$ cat src/rtl/pfa_pkg.sv
// pfa_pkg: shared constants, codes and controller/datapath interface structs
// for the page frame allocator; no dependencies
package pfa_pkg;

  localparam int MAX_PAGES  = 4096;
  localparam int PAGE_SHIFT = 12;
  localparam int ADDR_W     = 64;
  localparam int PAGE_W     = 12;                 // page number bits
  localparam int CNT_W      = 13;                 // page count bits
  localparam int WORD_W     = 64;                 // map bits per row
  localparam int BIT_W      = 6;                  // bit index within a row
  localparam int ROWS       = MAX_PAGES / WORD_W;
  localparam int ROW_W      = PAGE_W - BIT_W;
  localparam int REQ_W      = 2;
  localparam int STATUS_W   = 3;
  localparam int CFG_IDX_W  = 1;

  // request codes
  localparam logic [REQ_W-1:0] REQ_ALLOC = 2'd0;
  localparam logic [REQ_W-1:0] REQ_FREE  = 2'd1;
  localparam logic [REQ_W-1:0] REQ_INIT  = 2'd2;

  // result status codes
  localparam logic [STATUS_W-1:0] ST_OK        = 3'd0;
  localparam logic [STATUS_W-1:0] ST_OOM       = 3'd1;
  localparam logic [STATUS_W-1:0] ST_BELOW     = 3'd2;
  localparam logic [STATUS_W-1:0] ST_BEYOND    = 3'd3;
  localparam logic [STATUS_W-1:0] ST_NOT_ALLOC = 3'd4;

  // configuration register indexes
  localparam logic [CFG_IDX_W-1:0] CFG_REGION_BASE = 1'b0;
  localparam logic [CFG_IDX_W-1:0] CFG_PAGE_COUNT  = 1'b1;

  // controller to datapath
  typedef struct packed {
    logic                load;       // capture request fields
    logic                scan_init;  // set up next-fit scan from hint
    logic                free_init;  // point at the page being freed
    logic                rd;         // read current map row
    logic                adv;        // step scan to next row
    logic                mark;       // set found bit, move hint
    logic                unmark;     // clear bit of freed page
    logic                init;       // clear map, reserve map page when full
    logic                addr;       // form result address
    logic                set_res;    // load result status
    logic [STATUS_W-1:0] res_code;
  } pfa_cmd_t;

  // datapath to controller
  typedef struct packed {
    logic [REQ_W-1:0] req;
    logic             n_zero;     // no active pages
    logic             below;      // free address under region
    logic             beyond;     // free address past active pages
    logic             found;      // free page in current row
    logic             scan_end;   // current row is the last of the scan
    logic             bit_set;    // freed page is marked
  } pfa_sts_t;

endpackage

$ cat src/rtl/pfa_ctrl.sv
// pfa_ctrl: request sequencer of the page frame allocator
// depends on pfa_pkg; drives pfa_dpath through pfa_cmd_t
module pfa_ctrl (
  input  logic              clk,
  input  logic              rst,
  input  logic              in_valid,
  input  logic              out_free,
  input  pfa_pkg::pfa_sts_t sts,
  output logic              in_ready,
  output logic              out_load,
  output pfa_pkg::pfa_cmd_t cmd
);

  typedef enum logic [5:0] {
    S_IDLE   = 6'b000001,
    S_DECODE = 6'b000010,
    S_RD     = 6'b000100,
    S_CHK    = 6'b001000,
    S_ADDR   = 6'b010000,
    S_RESULT = 6'b100000
  } state_t;

  state_t state;
  state_t state_next;

  always_ff @(posedge clk) begin
    if (rst) begin
      state <= S_IDLE;
    end else begin
      state <= state_next;
    end
  end

  always_comb begin
    state_next = state;
    cmd        = '0;
    cmd.res_code = pfa_pkg::ST_OK;
    in_ready   = 1'b0;
    out_load   = 1'b0;
    unique case (state)
      S_IDLE: begin
        in_ready = 1'b1;
        if (in_valid) begin
          cmd.load   = 1'b1;
          state_next = S_DECODE;
        end
      end
      S_DECODE: begin
        unique case (sts.req)
          pfa_pkg::REQ_ALLOC: begin
            if (sts.n_zero) begin
              cmd.set_res  = 1'b1;
              cmd.res_code = pfa_pkg::ST_OOM;
              state_next   = S_RESULT;
            end else begin
              cmd.scan_init = 1'b1;
              state_next    = S_RD;
            end
          end
          pfa_pkg::REQ_FREE: begin
            if (sts.below) begin
              cmd.set_res  = 1'b1;
              cmd.res_code = pfa_pkg::ST_BELOW;
              state_next   = S_RESULT;
            end else if (sts.beyond) begin
              cmd.set_res  = 1'b1;
              cmd.res_code = pfa_pkg::ST_BEYOND;
              state_next   = S_RESULT;
            end else begin
              cmd.free_init = 1'b1;
              state_next    = S_RD;
            end
          end
          pfa_pkg::REQ_INIT: begin
            cmd.init     = 1'b1;
            cmd.set_res  = 1'b1;
            cmd.res_code = pfa_pkg::ST_OK;
            state_next   = S_RESULT;
          end
          default: begin
            cmd.set_res  = 1'b1;
            cmd.res_code = pfa_pkg::ST_OK;
            state_next   = S_RESULT;
          end
        endcase
      end
      S_RD: begin
        cmd.rd     = 1'b1;
        state_next = S_CHK;
      end
      S_CHK: begin
        if (sts.req == pfa_pkg::REQ_FREE) begin
          cmd.set_res = 1'b1;
          if (sts.bit_set) begin
            cmd.unmark   = 1'b1;
            cmd.res_code = pfa_pkg::ST_OK;
          end else begin
            cmd.res_code = pfa_pkg::ST_NOT_ALLOC;
          end
          state_next = S_RESULT;
        end else if (sts.found) begin
          cmd.mark   = 1'b1;
          state_next = S_ADDR;
        end else if (sts.scan_end) begin
          cmd.set_res  = 1'b1;
          cmd.res_code = pfa_pkg::ST_OOM;
          state_next   = S_RESULT;
        end else begin
          cmd.adv    = 1'b1;
          state_next = S_RD;
        end
      end
      S_ADDR: begin
        cmd.addr     = 1'b1;
        cmd.set_res  = 1'b1;
        cmd.res_code = pfa_pkg::ST_OK;
        state_next   = S_RESULT;
      end
      S_RESULT: begin
        if (out_free) begin
          out_load   = 1'b1;
          state_next = S_IDLE;
        end
      end
      default: begin
        state_next = S_IDLE;
      end
    endcase
  end

endmodule

$ cat src/rtl/pfa_dpath.sv
// pfa_dpath: configuration registers, page map memory, hint and scan datapath
// depends on pfa_pkg; commanded by pfa_ctrl
module pfa_dpath (
  input  logic                              clk,
  input  logic                              rst,
  input  logic                              cfg_we,
  input  logic [pfa_pkg::CFG_IDX_W-1:0]     cfg_index,
  input  logic [pfa_pkg::ADDR_W-1:0]        cfg_data,
  input  logic [pfa_pkg::REQ_W-1:0]         req_type,
  input  logic [pfa_pkg::ADDR_W-1:0]        free_addr,
  input  pfa_pkg::pfa_cmd_t                 cmd,
  output pfa_pkg::pfa_sts_t                 sts,
  output logic [pfa_pkg::STATUS_W-1:0]      res_status,
  output logic [pfa_pkg::ADDR_W-1:0]        res_addr
);

  localparam logic [pfa_pkg::WORD_W-1:0] ONES = '1;

  // configuration
  logic [pfa_pkg::ADDR_W-1:0] region_base;
  logic [pfa_pkg::CNT_W-1:0]  page_count;

  // captured request
  logic [pfa_pkg::REQ_W-1:0]  req;
  logic [pfa_pkg::ADDR_W-1:0] in_addr;

  // map storage, one valid bit per row so reset and init clear at once
  logic [pfa_pkg::WORD_W-1:0] mem [pfa_pkg::ROWS];
  logic [pfa_pkg::ROWS-1:0]   row_vld;
  logic [pfa_pkg::WORD_W-1:0] rd_word;
  logic                       rd_vld;

  logic [pfa_pkg::PAGE_W-1:0] next_hint;

  // scan state
  logic [pfa_pkg::ROW_W-1:0]  cur_row;
  logic [pfa_pkg::ROW_W-1:0]  st_row;
  logic [pfa_pkg::BIT_W-1:0]  st_bit;
  logic [pfa_pkg::ROW_W-1:0]  last_row;
  logic                       phase_b;
  logic [pfa_pkg::PAGE_W-1:0] page;

  logic [pfa_pkg::CNT_W-1:0]  n_act;
  logic [pfa_pkg::CNT_W-1:0]  n_m1;
  logic                       full;
  logic [pfa_pkg::PAGE_W-1:0] start;
  logic [pfa_pkg::ADDR_W-1:0] diff;
  logic [pfa_pkg::WORD_W-1:0] rd_eff;
  logic [pfa_pkg::WORD_W-1:0] lim_mask;
  logic [pfa_pkg::WORD_W-1:0] head_mask;
  logic [pfa_pkg::WORD_W-1:0] tail_mask;
  logic [pfa_pkg::WORD_W-1:0] cand;
  logic [pfa_pkg::WORD_W-1:0] iso;
  logic [pfa_pkg::BIT_W-1:0]  idx;
  logic                       wr_en;
  logic [pfa_pkg::ROW_W-1:0]  wr_row;
  logic [pfa_pkg::WORD_W-1:0] wr_data;

  // active page count saturates at the map size
  assign n_act = (page_count > pfa_pkg::CNT_W'(pfa_pkg::MAX_PAGES))
               ? pfa_pkg::CNT_W'(pfa_pkg::MAX_PAGES) : page_count;
  assign n_m1  = n_act - pfa_pkg::CNT_W'(1);
  assign full  = (n_act == pfa_pkg::CNT_W'(pfa_pkg::MAX_PAGES));
  assign start = ({1'b0, next_hint} < n_act) ? next_hint : '0;

  assign diff  = in_addr - region_base;

  assign rd_eff = rd_vld ? rd_word : '0;

  // allowed bits of the current row
  assign lim_mask  = ((cur_row == last_row) && (n_act[pfa_pkg::BIT_W-1:0] != '0))
                   ? ~(ONES << n_act[pfa_pkg::BIT_W-1:0]) : ONES;
  assign head_mask = (!phase_b && (cur_row == st_row)) ? (ONES << st_bit) : ONES;
  assign tail_mask = (phase_b && (cur_row == st_row)) ? ~(ONES << st_bit) : ONES;
  assign cand      = ~rd_eff & lim_mask & head_mask & tail_mask;
  assign iso       = cand & (~cand + pfa_pkg::WORD_W'(1));

  always_comb begin
    idx = '0;
    for (int i = 0; i < pfa_pkg::WORD_W; i++) begin
      if (iso[i]) begin
        idx = idx | pfa_pkg::BIT_W'(i);
      end
    end
  end

  always_comb begin
    sts.req      = req;
    sts.n_zero   = (n_act == '0);
    sts.below    = (in_addr < region_base);
    sts.beyond   = (diff[pfa_pkg::ADDR_W-1:pfa_pkg::PAGE_SHIFT]
                    >= (pfa_pkg::ADDR_W-pfa_pkg::PAGE_SHIFT)'(n_act));
    sts.found    = (cand != '0);
    sts.scan_end = phase_b && (cur_row == st_row);
    sts.bit_set  = rd_eff[page[pfa_pkg::BIT_W-1:0]];
  end

  // map write port
  always_comb begin
    wr_en   = 1'b0;
    wr_row  = cur_row;
    wr_data = rd_eff | iso;
    if (cmd.init && full) begin
      wr_en   = 1'b1;
      wr_row  = '0;
      wr_data = pfa_pkg::WORD_W'(1);
    end else if (cmd.mark) begin
      wr_en = 1'b1;
    end else if (cmd.unmark) begin
      wr_en   = 1'b1;
      wr_data = rd_eff & ~(pfa_pkg::WORD_W'(1) << page[pfa_pkg::BIT_W-1:0]);
    end
  end

  always_ff @(posedge clk) begin
    if (wr_en) begin
      mem[wr_row] <= wr_data;
    end
    if (cmd.rd) begin
      rd_word <= mem[cur_row];
      rd_vld  <= row_vld[cur_row];
    end
  end

  always_ff @(posedge clk) begin
    if (rst) begin
      row_vld <= '0;
    end else if (cmd.init) begin
      // only row zero stays live, and only when it holds the map page
      row_vld <= pfa_pkg::ROWS'(full);
    end else if (wr_en) begin
      row_vld[wr_row] <= 1'b1;
    end
  end

  // configuration and hint
  always_ff @(posedge clk) begin
    if (rst) begin
      region_base <= '0;
      page_count  <= '0;
      next_hint   <= '0;
    end else begin
      if (cfg_we) begin
        case (cfg_index)
          pfa_pkg::CFG_REGION_BASE: region_base <= cfg_data;
          pfa_pkg::CFG_PAGE_COUNT:  page_count  <= cfg_data[pfa_pkg::CNT_W-1:0];
          default: ;
        endcase
      end
      if (cmd.mark) begin
        next_hint <= {cur_row, idx};
      end else if (cmd.init && full) begin
        next_hint <= '0;
      end
    end
  end

  // request capture, scan pointers and result
  always_ff @(posedge clk) begin
    if (cmd.load) begin
      req      <= req_type;
      in_addr  <= free_addr;
      res_addr <= '1;
    end
    if (cmd.scan_init) begin
      cur_row  <= start[pfa_pkg::PAGE_W-1:pfa_pkg::BIT_W];
      st_row   <= start[pfa_pkg::PAGE_W-1:pfa_pkg::BIT_W];
      st_bit   <= start[pfa_pkg::BIT_W-1:0];
      last_row <= n_m1[pfa_pkg::PAGE_W-1:pfa_pkg::BIT_W];
      phase_b  <= 1'b0;
    end
    if (cmd.free_init) begin
      page     <= diff[pfa_pkg::PAGE_SHIFT +: pfa_pkg::PAGE_W];
      cur_row  <= diff[pfa_pkg::PAGE_SHIFT+pfa_pkg::BIT_W +: pfa_pkg::ROW_W];
      last_row <= n_m1[pfa_pkg::PAGE_W-1:pfa_pkg::BIT_W];
    end
    if (cmd.adv) begin
      if (!phase_b && (cur_row == last_row)) begin
        phase_b <= 1'b1;
        cur_row <= '0;
      end else begin
        cur_row <= cur_row + pfa_pkg::ROW_W'(1);
      end
    end
    if (cmd.mark) begin
      page <= {cur_row, idx};
    end
    if (cmd.addr) begin
      res_addr <= region_base
                + {{(pfa_pkg::ADDR_W-pfa_pkg::PAGE_W-pfa_pkg::PAGE_SHIFT){1'b0}},
                   page, {pfa_pkg::PAGE_SHIFT{1'b0}}};
    end
    if (cmd.set_res) begin
      res_status <= cmd.res_code;
    end
  end

`ifndef SYNTHESIS
  a_mark_found: assert property (@(posedge clk) disable iff (rst)
    cmd.mark |-> sts.found)
    else $error("page marked without a free candidate");

  a_unmark_set: assert property (@(posedge clk) disable iff (rst)
    cmd.unmark |-> sts.bit_set)
    else $error("freeing a page that is not marked");

  a_init_map: assert property (@(posedge clk) disable iff (rst)
    (cmd.init && full) |=> (row_vld == pfa_pkg::ROWS'(1)))
    else $error("init left rows other than row zero live");

  a_row_range: assert property (@(posedge clk) disable iff (rst)
    cmd.rd |-> (cur_row <= last_row))
    else $error("map read past last active row");
`endif

endmodule

$ cat src/rtl/page_frame_allocator_core.sv
// page_frame_allocator_core: top level, stream ports, config port, output register
// depends on pfa_pkg, pfa_ctrl and pfa_dpath
// path to result valid: init, rejected free, unused codes and an empty region go
//   decode then result; free reads and checks its map row; allocate reads and checks
//   each map row visited (64 pages a row, at most 65 rows visited), then forms the
//   address or reports out of memory; one request in flight, the next taken in the
//   cycle after the result is registered; map row read and check set the scan pace
// reset clears map row valid bits, hint, config and control at once; no sweep
module page_frame_allocator_core (
  input  logic        clk,
  input  logic        rst,
  // configuration write port
  input  logic        cfg_we,
  input  logic [0:0]  cfg_index,
  input  logic [63:0] cfg_data,
  // request stream
  input  logic        s_axis_tvalid,
  output logic        s_axis_tready,
  input  logic [71:0] s_axis_tdata,  // [1:0] req_type, [65:2] free_addr, rest zero
  // result stream
  output logic        m_axis_tvalid,
  input  logic        m_axis_tready,
  output logic [71:0] m_axis_tdata   // [2:0] status, [66:3] page_addr, rest zero
);

  pfa_pkg::pfa_cmd_t                cmd;
  pfa_pkg::pfa_sts_t                sts;
  logic                             out_load;
  logic                             out_free;
  logic [pfa_pkg::STATUS_W-1:0]     res_status;
  logic [pfa_pkg::ADDR_W-1:0]       res_addr;

  // output register can take a result when empty or draining this cycle
  assign out_free = !m_axis_tvalid || m_axis_tready;

  pfa_ctrl u_ctrl (
    .clk      (clk),
    .rst      (rst),
    .in_valid (s_axis_tvalid),
    .out_free (out_free),
    .sts      (sts),
    .in_ready (s_axis_tready),
    .out_load (out_load),
    .cmd      (cmd)
  );

  pfa_dpath u_dpath (
    .clk        (clk),
    .rst        (rst),
    .cfg_we     (cfg_we),
    .cfg_index  (cfg_index),
    .cfg_data   (cfg_data),
    .req_type   (s_axis_tdata[pfa_pkg::REQ_W-1:0]),
    .free_addr  (s_axis_tdata[pfa_pkg::REQ_W +: pfa_pkg::ADDR_W]),
    .cmd        (cmd),
    .sts        (sts),
    .res_status (res_status),
    .res_addr   (res_addr)
  );

  // result register, holds a finished transaction while the next request runs
  always_ff @(posedge clk) begin
    if (rst) begin
      m_axis_tvalid <= 1'b0;
    end else if (out_load) begin
      m_axis_tvalid <= 1'b1;
    end else if (m_axis_tready) begin
      m_axis_tvalid <= 1'b0;
    end
  end

  always_ff @(posedge clk) begin
    if (out_load) begin
      m_axis_tdata <= {5'b0, res_addr, res_status};
    end
  end

endmodule

$ cat config.mk
export PLATFORM = sky130hd
export DESIGN_NAME = page_frame_allocator_core
export DESIGN_NICKNAME = d
export VERILOG_FILES = /design/src/rtl/pfa_pkg.sv /design/src/rtl/pfa_ctrl.sv /design/src/rtl/pfa_dpath.sv /design/src/rtl/page_frame_allocator_core.sv
export SDC_FILE = /design/constraint.sdc
export NUM_CORES = 2
export LEC_CHECK = 0
export ABC_AREA = 0
export BUFFER_PORTS_ARGS = -buffer_cell sky130_fd_sc_hd__buf_2
export CAP_MARGIN = 20
export CORE_MARGIN = 2
export CORE_UTILIZATION = 40
export DETAILED_ROUTE_END_ITERATION = 8
export GPL_ROUTABILITY_DRIVEN = 1
export PLACE_DENSITY_LB_ADDON = 0.1
export SYNTH_ARGS = -nofsm -noshare
export SYNTH_HDL_FRONTEND = slang
export SYNTH_HIERARCHICAL = 1
export SYNTH_SLANG_ARGS = --single-unit
$ cat constraint.sdc
create_clock -name clk -period 14.64 [get_ports clk]
set_input_delay 3.66 -clock clk [delete_from_list [all_inputs] [get_ports clk]]
set_output_delay 3.66 -clock clk [all_outputs]
set_load 0.005 [all_outputs]
Yosys cells after proc, flatten, opt, wreduce, memory -nomap -nowiden
Memories as Yosys holds them, arrays and structs flattened. A register that Yosys moved wholly into a read port is not among the register bits.
Index checks and enable logic that the tools add are counted.
W data, S select, Z words.
Storage, ports and cells
  memory bits (writable): 4096
  flip-flop bits (word level): 398
  memories kept: 1
Memories
  u_dpath.mem: words 64, bits a word 64, read ports 1, clocked after Yosys merged registers in 1, write ports 1, line pfa_dpath.sv:28  | logic [pfa_pkg::WORD_W-1:0] mem [pfa_pkg::ROWS];
Cells by class
  equal/unequal tests: 14
  magnitude comparators: 8
  bitwise logic cells: 12
  shifts and indexed selects: 3
  $add $sub $neg: 5
  multiplexer cells: 226
  reductions and logical operators: 25
Operators by type and width (count)
  $mux W64: 22
  $mux W6: 64
  $and A64 B64 Y64: 5
  $not A64 Y64: 5
  $or A64 B64 Y64: 2
  $shl A64 B6 Y64 const A: 2
  $mux W4: 28
  $mux W12: 8
  $mux W5: 16
  $mux W13: 6
  $add A64 B1 Y64 const B: 1
  $add A64 B24 Y64: 1
  $lt A64 B64 Y1: 1
  $reduce_bool A64 Y1: 1
  $shl A1 B6 Y64 const A: 1
  $sub A64 B64 Y64: 1
  $mux W1: 62
  $ge A52 B13 Y1: 1
  $pmux W6 S6: 1
  $mux W3: 8
  $lt A6 B7 Y1 const B: 3
  $eq A13 B13 Y1 const B: 1
  $gt A13 B13 Y1 const B: 1
  $logic_not A13 Y1: 1
  other kinds (28): 51

Longest topological paths before layout
  word-level depth: 76
  depth in mapped cells: 28

By module
Netlist, hierarchy kept.
By module, submodules not included
  pfa_dpath: area each 181074.9 sq um, cells an instance 9674, instances 1, sequential area each 133107.7 sq um
  page_frame_allocator_core: area each 2099.5 sq um, cells an instance 77, instances 1, sequential area each 2031.9 sq um
  pfa_ctrl: area each 478.0 sq um, cells an instance 59, instances 1, sequential area each 120.1 sq um

Worst setup path after synthesis
OpenSTA, ideal clock, no wires.
  path kind: reg2reg
  start: register u_dpath.rd_vld
  end: memory u_dpath/mem[14][0] (netlist bit) (enable)
  data arrival time: 13.985 ns
  clock period less this slack: 14.820 ns
  cell stages (with the launch flop): 15
  path slack: -0.180 ns
  library setup time: 0.835 ns
  buffers on the path: 5
  path through: edfxtp_1 -> clkbuf_1 -> clkbuf_1 -> clkbuf_1 -> clkbuf_1 -> buf_1 -> nand2_1 -> mux4_2 -> mux4_2 -> mux4_2 -> inv_1 -> inv_1 -> nor4_1 -> nor2_1 -> a2111oi_0
RTL lines
  start, declared: line pfa_dpath.sv:31  | logic rd_vld;
  start signal, assigned: line pfa_dpath.sv:121  | rd_vld <= row_vld[cur_row];
  end, declared: line pfa_dpath.sv:28

==> results.toml <==
[cts]
tritoncts = "done"
cts.sinks = 4558
cts.repair.resized = 0
numCtsBuffers = 472
ctsLongestPathBuffers = 4
clk_pin_slew_ps = 60
holdBufCountCts = 0
post_cts_buffers = 0
h-tree-depth = 5
cts_root_buf = "clkbuf_16"
worst_skew_pair.late_latency_ps = 1110

[status]
status = "completed"

[finish]
ff_latch_area_um2 = 135000
drive_gt1_share_pct = 22.9
fillCellCount = 39028
area_growth_pct = 14.1
nets = 10554
multi_input_area_um2 = 46900

[sta]
slew_violations = 0
worst_pin_slew_ps = 1240
relSlewSlack_pct = 17.6
setup_viol = 0
max_freq_ghz = 0.0901
finClkSkew_ps = 110
rsz0062_at_grt = "no"
period_minus_slack_ps = 11100
min_period_over_period_pct = 75.8
hold_viol = 0
setup_tns_ps = 0

[global_route]
grt_first_pass_wirelength_um = 857000
globalRouteMet3Util_pct = 4.01
grt_max_degree = 113
use_met2_pct = 42.1
overflow = 0
grt_pass1_vias = 102445
antenna_found_initial = 35
globalRoute.busiestLayer = "met2"
globalRouteMet1Util_pct = 38.9
grt_usage_pct = 26.7

[floorplan]
core_area_um2 = 457000
die-width_um = 682
die_h_um = 682
start_util_pct = 40.2
dieArea_um2 = 465000
rows = 248
num_io_pins = 216

[job]
maxCapViolCount = 0

[logic_synthesis]
syn_avg_cell_area_um2 = 18.7
post-synth-top-count-cell = "edfxtp_1"
yosysWarnings = 6
synth_edf_count = 4397
synthDistinctLibCells = 114
ys_ff_latch = 4558
syn_area_um2 = 184000
synthTopCellsByCount = "edfxtp_1, mux4_2, nand2_1"
yosysTopAreaCell = "edfxtp_1"
synth_top_area_share_pct = 71.9
ys.flop_type = "edfxtp_1"
ys_seq_area_share_pct = 73.6
ys_async_sr_fraction_pct = 0
yosys-top-cells-area = "edfxtp_1, mux4_2, mux2i_1, dfxtp_1, a21oi_1"
syn_inst = 9810

[worst_setup_path]
crit_required_ps = 15240
crit_path_end_kind = "flop"
crit_arrival_ps = 11700
cp-start-kind = "flop"
worst-path-max-fanout = 31
critical_path_class = "flop to flop"
reg2reg_depth = 19

[route]
vias_per_cell = 6.11
routedWlPerCell_um = 37.3
num_vias = 102923
drcViolationCount = 0
firstDrtPassIters = 8
routed_wl_um = 629000
drt_iter0_drc = 11977
drtAntennaViolNets = 0

[pwr]
total_power_w = 0.0265
p_per_area_nw_per_um2 = 127
p_leak_nw = 67.0
ir_drop_v = 0.000109

[worst_hold_path]
hold_class = "flop to flop"
whs_path_depth = 0

[place]
dp_hpwl_um = 366000
gp_congestion = 0.912
io_buffers = 204
## routing by layer
metal | wire length, um | vias to the layer above
met5 | 10 | -
met4 | 16900 | 2
met3 | 46200 | 766
met2 | 293000 | 4301
met1 | 273000 | 56328
li1 | - | 41526
## cells by family (layout without fill, tap and decap cells)
| kind of cell | Yosys count | in the layout | synth area share, % |
|---|---|---|---|
| buffers and inverters | 707 | 1600 | 1.54 |
| flip-flops | 4558 | 4558 | 73.6 |
| AO/OA/AOI/OAI | 1600 | 1600 | 5.79 |
| AND/OR/NAND/NOR | 1324 | 1324 | 3.47 |
| adder cells (fa/ha/maj) | 101 | 101 | 0.692 |
| other | 1 | 15 | 0.00204 |
| multiplexers | 1389 | 1389 | 14.2 |
| XOR/XNOR | 130 | 130 | 0.628 |
## layout make-up
cell class / count / share of cell area [%]
sequential: 4558 / 64.5
clock inverter: 275 / 1.16
timing repair buffer: 597 / 2.07
tap: 6125 / 3.66
clock buffer: 595 / 5.95
multi-input combinational: 4549 / 22.4
inverter: 133 / 0.243
antenna: 10 / 0.0119
## worst paths after layout
path / startpoint / to / slack [ps]
min reg2reg: u_dpath/res_addr[43] / m_axis_tdata[46] / 410
min: u_dpath/res_addr[43] / m_axis_tdata[46] / 410
max: u_dpath/cur_row[0] / u_dpath/mem[60][0] / 3540
max reg2reg: u_dpath/cur_row[0] / u_dpath/mem[60][0] / 3540
## flip-flops by register name, summed over array words and instances (netlist names), 3 cells and up
name / flops
u_dpath/in_addr: 64
u_dpath/res_addr: 64
u_dpath/res_status: 3
u_dpath/page_count: 13
u_dpath/rd_word: 64
u_dpath/st_row: 6
u_dpath/mem: 4096
u_dpath/next_hint: 12
u_ctrl/state: 6
u_dpath/page: 12
u_dpath/cur_row: 6
u_dpath/region_base: 64
u_dpath/last_row: 6
u_dpath/st_bit: 6
m_axis_tdata: 67
u_dpath/row_vld: 64
## where the power goes
| part | switching [W] | internal (W) |
|---|---|---|
| registers | 0.0000235 | 0.0141 |
| clock network | 0.00510 | 0.00663 |
| logic | 0.000418 | 0.000225 |
## metrics by stage
step / cell area (um2) / hold WS [ps] / setup WS, ps / utilization, % / cells
finish: 210000 / 405 / 3540 / 45.9 / 16842
global route: 210000 / 406 / 3380 / 45.9 / 16833
CTS: 209000 / 400 / 3880 / 45.9 / 16825
floorplan: 184000 / 400 / 2990 / - / 9814
global placement: 194000 / 401 / 3820 / 42.6 / 15945
detailed placement: 195000 / 405 / 3960 / 42.6 / 15955
## critical path: stages, from the launching register on
cell and delay (ps):
edfxtp_1 860, buf_4 550, xnor2_1 220, nand4_2 280, a2111oi_0 850, a221o_1 520
nand4_1 320, nor4_4 780, nand3_4 620, nor4_1 1110, nand2_1 590, inv_1 230
nor2_2 60, buf_4 260, nor2_1 650, nor3_1 170, nand2_1 850, nor2_4 370
buf_4 530, buf_4 500
## cell usage in the layout (no fill, tap or decap), types with 29 or more instances in the layout
cell	instances
nor2_4	93
a21oi_1	432
nor2b_1	34
bufinv_16	36
o21ai_0	263
mux2i_1	410
nor2_1	195
nand2_1	504
o22ai_1	175
xnor2_1	108
clkbuf_16	476
o221ai_1	203
inv_1	130
nor4_1	38
or3_1	34
nand3_1	89
mux4_2	977
nor3_1	72
edfxtp_1	4397
clkinv_2	85
nand4_1	41
a21o_1	38
buf_2	205
and2_1	50
a31oi_1	33
dfxtp_1	160
o21a_1	82
a211oi_1	119
ha_1	100
clkbuf_1	108
nand2b_1	29
clkinv_1	117
buf_4	361
(Power assumes the default switching activity.)
